$ cat config.mk
export PLATFORM = sky130hd
export DESIGN_NAME = per_source_notify_throttle_core_flat
export DESIGN_NICKNAME = d
export VERILOG_FILES = /design/src/design/pnt_pkg.sv /design/src/design/pnt_if.sv /design/src/design/per_source_notify_throttle_core.sv /design/src/design/pnt_cfg_regs.sv /design/src/design/pnt_entry_table.sv /design/src/design/pnt_decide.sv /design/src/flat_wrapper.sv
export SDC_FILE = /design/constraint.sdc
export NUM_CORES = 1
export LEC_CHECK = 0
export BUFFER_PORTS_ARGS = -buffer_cell sky130_fd_sc_hd__buf_4
export CORE_MARGIN = 4
export CORE_UTILIZATION = 30
export CTS_CLUSTER_DIAMETER = 100
export DETAILED_ROUTE_END_ITERATION = 7
export PLACE_DENSITY = 0.44
export SLEW_MARGIN = 30
export SYNTH_ARGS = -nofsm -noshare
export SYNTH_HDL_FRONTEND = slang
export SYNTH_HIERARCHICAL = 1
export SYNTH_SLANG_ARGS = --single-unit
$ cat constraint.sdc
create_clock -name clk -period 13.8 [get_ports clk]
set_input_delay 3.45 -clock clk [delete_from_list [all_inputs] [get_ports clk]]
set_output_delay 3.45 -clock clk [all_outputs]
set_load 0.005 [all_outputs]
$ cat src/design/pnt_pkg.sv
// Shared types and constants for the per-source notify throttle.
// No dependencies; the other design files, all but the assertion macro header, refer to it by scoped names.
`default_nettype none

package pnt_pkg;

	localparam int OP_W      = 1;
	localparam int SRC_W     = 8;
	localparam int LEVEL_W   = 7;
	localparam int TIME_W    = 48;
	localparam int STATUS_W  = 2;
	localparam int SLOT_W    = 11;
	localparam int IVL_S_W   = 12;
	localparam int IVL_MS_W  = 22;
	localparam int MS_PER_S  = 1000;

	localparam int APB_ADDR_W = 4;
	localparam int APB_DATA_W = 32;

	localparam logic               RST_ENABLE   = 1'b1;
	localparam logic [LEVEL_W-1:0] RST_CRITICAL = 7'd15;
	localparam logic [LEVEL_W-1:0] RST_HYST     = 7'd2;
	localparam logic [IVL_S_W-1:0] RST_IVL_S    = 12'd60;
	localparam logic [IVL_MS_W-1:0] RST_IVL_MS  = IVL_MS_W'(60 * MS_PER_S);

	typedef enum logic [OP_W-1:0] {
		OP_LEVEL    = 1'b0,
		OP_COMPLETE = 1'b1
	} op_t;

	typedef enum logic [STATUS_W-1:0] {
		ST_NOTIFY     = 2'd0,
		ST_SUPPRESSED = 2'd1,
		ST_RANGE      = 2'd2,
		ST_DONE       = 2'd3
	} status_t;

	typedef enum logic [1:0] {
		REG_ENABLE   = 2'd0,
		REG_CRITICAL = 2'd1,
		REG_HYST     = 2'd2,
		REG_INTERVAL = 2'd3
	} reg_idx_t;

	typedef struct packed {
		logic               enable;
		logic [LEVEL_W-1:0] critical;
		logic [LEVEL_W-1:0] hyst;
		logic [IVL_MS_W-1:0] interval_ms;
	} cfg_t;

	typedef struct packed {
		logic [LEVEL_W-1:0] last_level;
		logic [TIME_W-1:0]  last_time;
	} entry_t;

	// table update requested by one item
	typedef struct packed {
		logic record;
		logic clear;
	} upd_t;

endpackage

`default_nettype wire

$ cat src/design/pnt_if.sv
// Valid/ready channel interfaces: level events in, throttle results out.
// Depends on pnt_pkg for field widths.
`default_nettype none

interface pnt_evt_if;
	logic                           valid;
	logic                           ready;
	logic [pnt_pkg::OP_W-1:0]       op;
	// source index; the name source is taken by the modport
	logic [pnt_pkg::SRC_W-1:0]      src;
	logic [pnt_pkg::LEVEL_W-1:0]    level;
	logic [pnt_pkg::TIME_W-1:0]     now_ms;
	logic                           delivered;

	modport source (output valid, op, src, level, now_ms, delivered, input ready);
	modport sink   (input valid, op, src, level, now_ms, delivered, output ready);
endinterface

interface pnt_res_if;
	logic                           valid;
	logic                           ready;
	logic [pnt_pkg::STATUS_W-1:0]   status;
	logic [pnt_pkg::SRC_W-1:0]      source_out;
	logic [pnt_pkg::LEVEL_W-1:0]    level_out;
	logic [pnt_pkg::SLOT_W-1:0]     attr_slot;

	modport source (output valid, status, source_out, level_out, attr_slot, input ready);
	modport sink   (input valid, status, source_out, level_out, attr_slot, output ready);
endinterface

`default_nettype wire

$ cat src/design/per_source_notify_throttle_core.sv
// Per-source notify throttle top level: stage 1 register, decision, result register.
// Depends on pnt_pkg, pnt_if, pnt_cfg_regs, pnt_entry_table and pnt_decide.
//
//   channel  dir  handshake            payload
//   evt      in   valid/ready          op, src, level, now_ms, delivered
//   res      out  valid/ready          status, source_out, level_out, attr_slot
//   apb      in   psel/penable/pready  paddr, pwdata, prdata
//
// One word a cycle sustained while the result side takes them; a word goes from stage 1
// through the decision into the result register. The single decision pass and the
// history table (read at accept, written as a word leaves stage 1) allow that rate.
// Reset clears valid marks and control flops at once, no clearing pass. A stalled result
// holds stage 1; while stage 1 can move on, a new word is taken in the same cycle.
`default_nettype none

module per_source_notify_throttle_core #(
	parameter int NUM_SOURCES = 4
) (
	input  logic                               clk,
	input  logic                               arst_n,
	pnt_evt_if.sink                            evt,
	pnt_res_if.source                          res,
	input  logic                               psel,
	input  logic                               penable,
	input  logic                               pwrite,
	input  logic [pnt_pkg::APB_ADDR_W-1:0]     paddr,
	input  logic [pnt_pkg::APB_DATA_W-1:0]     pwdata,
	output logic [pnt_pkg::APB_DATA_W-1:0]     prdata,
	output logic                               pready
);

	localparam int IDX_W = (NUM_SOURCES > 1) ? $clog2(NUM_SOURCES) : 1;

	pnt_pkg::cfg_t                  cfg;

	logic                           valid_s1;
	logic [pnt_pkg::OP_W-1:0]       op_s1;
	logic [pnt_pkg::SRC_W-1:0]      source_s1;
	logic [pnt_pkg::LEVEL_W-1:0]    level_s1;
	logic [pnt_pkg::TIME_W-1:0]     now_s1;
	logic                           delivered_s1;

	logic                           res_valid_q;
	pnt_pkg::status_t               status_q;
	logic [pnt_pkg::SRC_W-1:0]      source_q;
	logic [pnt_pkg::LEVEL_W-1:0]    level_q;
	logic [pnt_pkg::SLOT_W-1:0]     slot_q;

	logic                           accept;
	logic                           advance;
	logic                           rd_en;
	pnt_pkg::entry_t                rd_entry;
	logic                           cur_valid;
	pnt_pkg::entry_t                wr_entry;
	pnt_pkg::status_t               status_d;
	logic [pnt_pkg::SLOT_W-1:0]     slot_d;
	pnt_pkg::upd_t                  upd_d;
	pnt_pkg::upd_t                  upd;

	assign advance   = valid_s1 && (!res_valid_q || res.ready);
	assign evt.ready = !valid_s1 || advance;
	assign accept    = evt.valid && evt.ready;
	assign rd_en     = accept && (evt.src < pnt_pkg::SRC_W'(NUM_SOURCES));

	pnt_cfg_regs u_cfg (
		.clk     (clk),
		.arst_n  (arst_n),
		.psel    (psel),
		.penable (penable),
		.pwrite  (pwrite),
		.paddr   (paddr),
		.pwdata  (pwdata),
		.prdata  (prdata),
		.pready  (pready),
		.cfg     (cfg)
	);

	always_ff @(posedge clk or negedge arst_n) begin
		if (!arst_n) begin
			valid_s1 <= 1'b0;
		end else if (evt.ready) begin
			valid_s1 <= evt.valid;
		end
	end

	always_ff @(posedge clk) begin
		if (accept) begin
			op_s1        <= evt.op;
			source_s1    <= evt.src;
			level_s1     <= evt.level;
			now_s1       <= evt.now_ms;
			delivered_s1 <= evt.delivered;
		end
	end

	assign wr_entry.last_level = level_s1;
	assign wr_entry.last_time  = now_s1;
	assign upd.record          = advance && upd_d.record;
	assign upd.clear           = advance && upd_d.clear;

	pnt_entry_table #(
		.NUM_SOURCES (NUM_SOURCES),
		.IDX_W       (IDX_W)
	) u_table (
		.clk       (clk),
		.arst_n    (arst_n),
		.rd_en     (rd_en),
		.rd_idx    (evt.src[IDX_W-1:0]),
		.rd_entry  (rd_entry),
		.cur_idx   (source_s1[IDX_W-1:0]),
		.cur_valid (cur_valid),
		.upd       (upd),
		.wr_entry  (wr_entry)
	);

	pnt_decide #(
		.NUM_SOURCES (NUM_SOURCES)
	) u_decide (
		.op          (op_s1),
		.source      (source_s1),
		.level       (level_s1),
		.now_ms      (now_s1),
		.delivered   (delivered_s1),
		.cfg         (cfg),
		.entry       (rd_entry),
		.entry_valid (cur_valid),
		.status      (status_d),
		.attr_slot   (slot_d),
		.upd         (upd_d)
	);

	always_ff @(posedge clk or negedge arst_n) begin
		if (!arst_n) begin
			res_valid_q <= 1'b0;
		end else if (advance) begin
			res_valid_q <= 1'b1;
		end else if (res.ready) begin
			res_valid_q <= 1'b0;
		end
	end

	always_ff @(posedge clk) begin
		if (advance) begin
			status_q <= status_d;
			source_q <= source_s1;
			level_q  <= level_s1;
			slot_q   <= slot_d;
		end
	end

	assign res.valid      = res_valid_q;
	assign res.status     = status_q;
	assign res.source_out = source_q;
	assign res.level_out  = level_q;
	assign res.attr_slot  = slot_q;

endmodule

`default_nettype wire

$ cat src/design/pnt_cfg_regs.sv
// APB register bank: enable, critical level, hysteresis, minimum interval.
// Depends on pnt_pkg; the interval is kept in ms as well as in seconds.
`default_nettype none

module pnt_cfg_regs (
	input  logic                               clk,
	input  logic                               arst_n,
	input  logic                               psel,
	input  logic                               penable,
	input  logic                               pwrite,
	input  logic [pnt_pkg::APB_ADDR_W-1:0]     paddr,
	input  logic [pnt_pkg::APB_DATA_W-1:0]     pwdata,
	output logic [pnt_pkg::APB_DATA_W-1:0]     prdata,
	output logic                               pready,
	output pnt_pkg::cfg_t                      cfg
);

	logic                           enable_q;
	logic [pnt_pkg::LEVEL_W-1:0]    critical_q;
	logic [pnt_pkg::LEVEL_W-1:0]    hyst_q;
	logic [pnt_pkg::IVL_S_W-1:0]    ivl_s_q;
	logic [pnt_pkg::IVL_MS_W-1:0]   ivl_ms_q;
	logic                           wr_en;
	pnt_pkg::reg_idx_t              reg_idx;
	logic [pnt_pkg::IVL_MS_W-1:0]   wr_ivl_ms;

	assign pready  = 1'b1;
	assign wr_en   = psel && penable && pwrite;
	assign reg_idx = pnt_pkg::reg_idx_t'(paddr[3:2]);
	// seconds to ms by a constant multiply, done once at write time
	assign wr_ivl_ms = pnt_pkg::IVL_MS_W'(pwdata[pnt_pkg::IVL_S_W-1:0]) *
	                   pnt_pkg::IVL_MS_W'(pnt_pkg::MS_PER_S);

	always_ff @(posedge clk or negedge arst_n) begin
		if (!arst_n) begin
			enable_q   <= pnt_pkg::RST_ENABLE;
			critical_q <= pnt_pkg::RST_CRITICAL;
			hyst_q     <= pnt_pkg::RST_HYST;
			ivl_s_q    <= pnt_pkg::RST_IVL_S;
			ivl_ms_q   <= pnt_pkg::RST_IVL_MS;
		end else if (wr_en) begin
			unique case (reg_idx)
				pnt_pkg::REG_ENABLE:   enable_q   <= pwdata[0];
				pnt_pkg::REG_CRITICAL: critical_q <= pwdata[pnt_pkg::LEVEL_W-1:0];
				pnt_pkg::REG_HYST:     hyst_q     <= pwdata[pnt_pkg::LEVEL_W-1:0];
				pnt_pkg::REG_INTERVAL: begin
					ivl_s_q  <= pwdata[pnt_pkg::IVL_S_W-1:0];
					ivl_ms_q <= wr_ivl_ms;
				end
				default: ;
			endcase
		end
	end

	always_comb begin
		prdata = '0;
		unique case (reg_idx)
			pnt_pkg::REG_ENABLE:   prdata = pnt_pkg::APB_DATA_W'(enable_q);
			pnt_pkg::REG_CRITICAL: prdata = pnt_pkg::APB_DATA_W'(critical_q);
			pnt_pkg::REG_HYST:     prdata = pnt_pkg::APB_DATA_W'(hyst_q);
			pnt_pkg::REG_INTERVAL: prdata = pnt_pkg::APB_DATA_W'(ivl_s_q);
			default:               prdata = '0;
		endcase
	end

	assign cfg.enable      = enable_q;
	assign cfg.critical    = critical_q;
	assign cfg.hyst        = hyst_q;
	assign cfg.interval_ms = ivl_ms_q;

endmodule

`default_nettype wire

$ cat src/design/pnt_entry_table.sv
// Per-source history: last level and time in a memory, valid marks in flops.
// Depends on pnt_pkg. Read is registered at accept time with write bypass.
`default_nettype none

module pnt_entry_table #(
	parameter int NUM_SOURCES = 4,
	parameter int IDX_W = (NUM_SOURCES > 1) ? $clog2(NUM_SOURCES) : 1
) (
	input  logic                clk,
	input  logic                arst_n,
	input  logic                rd_en,
	input  logic [IDX_W-1:0]    rd_idx,
	output pnt_pkg::entry_t     rd_entry,
	input  logic [IDX_W-1:0]    cur_idx,
	output logic                cur_valid,
	input  pnt_pkg::upd_t       upd,
	input  pnt_pkg::entry_t     wr_entry
);

	pnt_pkg::entry_t            mem [NUM_SOURCES];
	logic [NUM_SOURCES-1:0]     valid_q;
	pnt_pkg::entry_t            rd_entry_q;

	always_ff @(posedge clk) begin
		if (upd.record) begin
			mem[cur_idx] <= wr_entry;
		end
	end

	// the item leaving stage 1 may write the entry the next item reads
	always_ff @(posedge clk) begin
		if (rd_en) begin
			if (upd.record && (cur_idx == rd_idx)) begin
				rd_entry_q <= wr_entry;
			end else begin
				rd_entry_q <= mem[rd_idx];
			end
		end
	end

	always_ff @(posedge clk or negedge arst_n) begin
		if (!arst_n) begin
			valid_q <= '0;
		end else if (upd.record) begin
			valid_q[cur_idx] <= 1'b1;
		end else if (upd.clear) begin
			valid_q[cur_idx] <= 1'b0;
		end
	end

	assign rd_entry  = rd_entry_q;
	assign cur_valid = valid_q[cur_idx];

endmodule

`default_nettype wire

$ cat src/design/pnt_decide.sv
// Throttle decision for one word: range check, suppression test, table update.
// Depends on pnt_pkg. Purely combinational, sits between stage 1 and result.
`default_nettype none

module pnt_decide #(
	parameter int NUM_SOURCES = 4
) (
	input  logic [pnt_pkg::OP_W-1:0]     op,
	input  logic [pnt_pkg::SRC_W-1:0]    source,
	input  logic [pnt_pkg::LEVEL_W-1:0]  level,
	input  logic [pnt_pkg::TIME_W-1:0]   now_ms,
	input  logic                         delivered,
	input  pnt_pkg::cfg_t                cfg,
	input  pnt_pkg::entry_t              entry,
	input  logic                         entry_valid,
	output pnt_pkg::status_t             status,
	output logic [pnt_pkg::SLOT_W-1:0]   attr_slot,
	output pnt_pkg::upd_t                upd
);

	logic                           in_range;
	logic                           is_level;
	logic [pnt_pkg::LEVEL_W-1:0]    delta;
	logic [pnt_pkg::TIME_W:0]       elapsed;
	logic                           recent;
	logic                           suppress;
	logic [pnt_pkg::SLOT_W-1:0]     slot;

	assign in_range = (source < pnt_pkg::SRC_W'(NUM_SOURCES));
	assign is_level = (pnt_pkg::op_t'(op) == pnt_pkg::OP_LEVEL);

	assign delta = (level >= entry.last_level) ? (level - entry.last_level)
	                                           : (entry.last_level - level);

	// top bit is the borrow: time went backwards, which counts as recent
	assign elapsed = {1'b0, now_ms} - {1'b0, entry.last_time};
	assign recent  = elapsed[pnt_pkg::TIME_W] ||
	                 (elapsed[pnt_pkg::TIME_W-1:0] <
	                  pnt_pkg::TIME_W'(cfg.interval_ms));

	// level zero drops the valid mark and is excluded here, so it never suppresses
	assign suppress = cfg.enable && entry_valid && (level != '0) &&
	                  (level > cfg.critical) && (delta < cfg.hyst) && recent;

	// 5*source+1
	assign slot = {1'b0, source, 2'b00} + {3'b000, source} + pnt_pkg::SLOT_W'(1);

	always_comb begin
		status     = pnt_pkg::ST_NOTIFY;
		attr_slot  = '0;
		upd.record = 1'b0;
		upd.clear  = 1'b0;
		if (!in_range) begin
			status = pnt_pkg::ST_RANGE;
		end else if (!is_level) begin
			status     = pnt_pkg::ST_DONE;
			upd.record = delivered;
		end else begin
			upd.clear = (level == '0);
			if (suppress) begin
				status = pnt_pkg::ST_SUPPRESSED;
			end else begin
				status    = pnt_pkg::ST_NOTIFY;
				attr_slot = slot;
			end
		end
	end

endmodule

`default_nettype wire

$ cat src/flat_wrapper.sv
// flat-port wrapper written by rule: the top's interface ports become plain ports
module per_source_notify_throttle_core_flat 
#(
	parameter int NUM_SOURCES = 4
)
  (clk, arst_n, psel, penable, pwrite, paddr, pwdata, prdata, pready, evt_valid, evt_op, evt_src, evt_level, evt_now_ms, evt_delivered, evt_ready, res_valid, res_status, res_source_out, res_level_out, res_attr_slot, res_ready);
  pnt_evt_if evt_i ();
  pnt_res_if res_i ();
  input  logic clk;
  input  logic arst_n;
  input  logic psel;
  input  logic penable;
  input  logic pwrite;
  input  logic [pnt_pkg::APB_ADDR_W-1:0] paddr;
  input  logic [pnt_pkg::APB_DATA_W-1:0] pwdata;
  output logic [pnt_pkg::APB_DATA_W-1:0] prdata;
  output logic pready;
  input wire logic [$bits(evt_i.valid)-1:0] evt_valid;
  input wire logic [$bits(evt_i.op)-1:0] evt_op;
  input wire logic [$bits(evt_i.src)-1:0] evt_src;
  input wire logic [$bits(evt_i.level)-1:0] evt_level;
  input wire logic [$bits(evt_i.now_ms)-1:0] evt_now_ms;
  input wire logic [$bits(evt_i.delivered)-1:0] evt_delivered;
  output wire logic [$bits(evt_i.ready)-1:0] evt_ready;
  output wire logic [$bits(res_i.valid)-1:0] res_valid;
  output wire logic [$bits(res_i.status)-1:0] res_status;
  output wire logic [$bits(res_i.source_out)-1:0] res_source_out;
  output wire logic [$bits(res_i.level_out)-1:0] res_level_out;
  output wire logic [$bits(res_i.attr_slot)-1:0] res_attr_slot;
  input wire logic [$bits(res_i.ready)-1:0] res_ready;
  assign evt_i.valid = evt_valid;
  assign evt_i.op = evt_op;
  assign evt_i.src = evt_src;
  assign evt_i.level = evt_level;
  assign evt_i.now_ms = evt_now_ms;
  assign evt_i.delivered = evt_delivered;
  assign evt_ready = evt_i.ready;
  assign res_valid = res_i.valid;
  assign res_status = res_i.status;
  assign res_source_out = res_i.source_out;
  assign res_level_out = res_i.level_out;
  assign res_attr_slot = res_i.attr_slot;
  assign res_i.ready = res_ready;
  per_source_notify_throttle_core #(.NUM_SOURCES(NUM_SOURCES)) u_core (.clk(clk), .arst_n(arst_n), .evt(evt_i), .res(res_i), .psel(psel), .penable(penable), .pwrite(pwrite), .paddr(paddr), .pwdata(pwdata), .prdata(prdata), .pready(pready));
endmodule
==> flow_summary.json <==
{
  "status": "finished, final reports clean",
  "crit_type": "primary input to output pin",
  "regArea_um2": 12300,
  "track_usage": 0.140,
  "placed_area_um2": 25000,
  "drc": 0,
  "ys_seq_elements": 418,
  "tightest_slew_ns": 0.938,
  "drt_iter0_markers": 828,
  "cts_hold_buf": 0,
  "cts_made_buffers": 49,
  "gp_congestion": 0.852,
  "cts_sinks": 418,
  "dr.pass1.iters": 5,
  "arrival_ns": 4.51,
  "routedWlPerCell_um": 19.4,
  "ir_worst_vdd_mv": 0.0993,
  "critPathMaxFanout": 17,
  "ys.flop_type": "edfxtp_1",
  "syn-cell-area_um2": 23100,
  "p_leak_nw": 10.3,
  "clock-root-buffer": "clkbuf_16",
  "drive_gt1_frac": 0.199,
  "cts_tree": "yes",
  "dpl.hpwl_mm": 39.7,
  "end_kind": "output pin",
  "async_flop_share": 0.120,
  "die_area_um2": 81400,
  "die_h_um": 285,
  "place_inst": 2873,
  "vias": 14200,
  "core_area_um2": 76100,
  "htree_levels": 2,
  "drv_slew": 0,
  "clock_latency_ns": 0.61,
  "hold-worst-slack_ns": 0.461,
  "antenna_found_initial": 1,
  "yosysWarnings": 6,
  "portBuffers": 127,
  "final_cells": 2964,
  "tns_ns": 0,
  "cap_viol_max_count": 0,
  "hold_path_class": "flop to flop",
  "post_cts_resized": 0,
  "final_area_um2": 26600,
  "cp-start-kind": "primary input",
  "fmax_mhz": 126,
  "pin_count": 171,
  "power_density_nw_per_um2": 135,
  "rsz0062_at_grt": "false",
  "fin_nets": 2190,
  "area_growth_pct": 15.3,
  "finClkSkew_ns": 0.0306,
  "grt_pass1_vias": 15100,
  "yosysSeqAreaShare": 0.534,
  "die_width_um": 285,
  "cp.required_ns": 10.35,
  "fillers": 7560,
  "cts_setup_buffers": 0,
  "synth_edf_count": 368,
  "setup_violations": 0,
  "rows": 101,
  "post-route-period-util": 0.577,
  "ys_types": 85,
  "clockBufferDepth": 3,
  "synth.avg_cell_area_um2": 13.0,
  "cts.clk_slew.worst_paths_ns": 0.05,
  "grt_pass1_wl_mm": 89.7,
  "wl_mm": 57.4,
  "relSlewSlack": 0.375,
  "initial_core_util": 0.303,
  "ant_nets": 0,
  "grt_max_degree": 60,
  "overflow": 0,
  "viasPerCell": 4.80,
  "syn_inst": 1769,
  "finalCriticalPeriod_ns": 7.96,
  "multi_input_area_um2": 9690,
  "hold_violations": 0
}
[per-stage QoR]
step           power (mW)   util  setup WS (ns)
2_1_floorplan        2.09      -           5.99
3_5_place_dp         2.33  0.328           5.87
6_report             3.59  0.349           5.84
3_3_place_gp         2.32  0.328           5.87
4_1_cts              3.66  0.349           5.86
5_1_grt              3.82  0.349           5.79
[worst max-delay path: stages]
cell and delay, ns:
buf_4 0.22, nor2b_1 0.45, a22o_1 0.26, buf_4 0.12
[worst paths after layout]
kind                                                 startpoint  slack, ns                                     to  cells past startpoint
setup reg to reg                   u_core/level_s1[0]$_DFFE_PP_       8.25      u_core/res.attr_slot[1]$_DFFE_PP_                     19
setup / recovery                                       paddr[2]       5.84                              prdata[1]                      4
hold reg to reg            u_core/u_cfg/ivl_ms_q[6]$_DFFE_PN1P_       0.46   u_core/u_cfg/ivl_ms_q[6]$_DFFE_PN1P_                      2
hold / removal             u_core/u_cfg/ivl_ms_q[6]$_DFFE_PN1P_       0.46   u_core/u_cfg/ivl_ms_q[6]$_DFFE_PN1P_                      2
min in group asynchronous                                arst_n       2.89           u_core/res.valid$_DFFE_PN0P_                      1
max in group asynchronous                                arst_n      10.39  u_core/u_cfg/ivl_ms_q[16]$_DFFE_PN0P_                      1
[synthesized netlist by cell type, drive strengths merged (5+ instances only)]
cell type | instances | area share
o211ai | 9 | 0.0029
nand2 | 143 | 0.023
nand2b | 10 | 0.0027
and3 | 14 | 0.0038
dfstp | 17 | 0.019
nor3b | 5 | 0.0018
nor2b | 8 | 0.0022
o22ai | 5 | 0.0014
a22o | 8 | 0.0030
a2111oi | 5 | 0.0038
xnor2 | 32 | 0.012
ha | 147 | 0.080
a21oi | 109 | 0.025
dfrtp | 33 | 0.036
mux2i | 6 | 0.0026
nor2 | 67 | 0.011
clkbuf | 30 | 0.0049
buf | 55 | 0.018
a211oi | 17 | 0.0065
o21ai | 87 | 0.019
and2 | 8 | 0.0022
and4 | 10 | 0.0038
nor4 | 10 | 0.0027
o21a | 9 | 0.0029
o21bai | 13 | 0.0042
edfxtp | 368 | 0.48
a221oi | 5 | 0.0022
a21o | 30 | 0.0098
nand4 | 24 | 0.0065
o31ai | 9 | 0.0029
fa | 41 | 0.036
nor3 | 35 | 0.0076
or3 | 7 | 0.0020
inv | 169 | 0.028
mux4 | 57 | 0.056
nand3 | 17 | 0.0039
a31oi | 8 | 0.0022
mux2 | 75 | 0.045
xor2 | 18 | 0.0068
[flip-flops by register name (all words and copies together) (netlist names), 7 cells and up, named ones only]
signal,flops
u_core/u_cfg/ivl_ms_q,17
u_core/res.level_out,7
u_core/u_cfg/ivl_s_q,12
u_core/u_table/rd_entry,55
u_core/level_s1,7
u_core/u_table/mem,220
u_core/res.source_out,8
u_core/res.attr_slot,11
u_core/u_cfg/hyst_q,7
u_core/source_s1,8
u_core/now_s1,48
u_core/u_cfg/critical_q,7
[layout make-up]
cell class | count | area share
timing repair buffer | 136 | 0.0390
clock inverter | 28 | 0.0116
antenna | 1 | 0.0000941
clock buffer | 62 | 0.0491
tap | 1030 | 0.0485
inverter | 169 | 0.0239
sequential | 418 | 0.464
multi-input combinational | 1120 | 0.364
[where the power goes]
group | total, mW | switching, mW | internal (mW) | leakage, nW
combinational | 0.789 | 0.457 | 0.333 | 5.59
sequential | 1.51 | 0.0525 | 1.45 | 3.96
clock | 1.30 | 0.530 | 0.765 | 0.781
[cells by family after synthesis]
kind of cell | count (synthesis) | share of synthesized area
AOI/OAI and AO/OA | 349 | 0.0999
xor gates and xnor gates | 50 | 0.0193
adders and majority gates | 188 | 0.115
buffers and inverters | 254 | 0.0506
DFF | 418 | 0.534
muxes | 138 | 0.103
other | 3 | 0.000488
and+or+nand+nor | 369 | 0.0769
[per-layer routing]
| metal | up-vias | part of all wire | GRT usage |
|---|---|---|---|
| li1 | 6778 | - | - |
| met4 | 0 | 0.023 | 0.0358 |
| met2 | 233 | 0.47 | 0.233 |
| met5 | - | 0 | 0 |
| met3 | 92 | 0.035 | 0.0223 |
| met1 | 7117 | 0.47 | 0.191 |
[cell usage in the layout (no fill, tap or decap), types with 10 or more instances in the layout]
master / netlist / final
nor4_1: 10 / 10
nand4_1: 24 / 24
inv_1: 169 / 169
and3_1: 14 / 12
nand2b_1: 10 / 10
a21o_1: 30 / 30
nor3_1: 35 / 35
dfstp_2: 17 / 17
xor2_1: 18 / 18
clkbuf_16: 0 / 49
dfrtp_1: 33 / 33
fa_1: 41 / 41
a21oi_1: 105 / 104
ha_1: 147 / 147
mux2_4: 50 / 50
mux4_2: 57 / 57
mux2_2: 25 / 25
nor2_1: 67 / 65
conb_1: 3 / 26
edfxtp_1: 368 / 368
nand3_1: 16 / 16
o21bai_1: 13 / 13
xnor2_1: 31 / 31
clkinv_1: 0 / 11
buf_4: 30 / 132
clkbuf_1: 29 / 10
o21ai_0: 80 / 80
nand2_1: 143 / 143
a211oi_1: 14 / 14
Power figures use the tool's default switching activity.
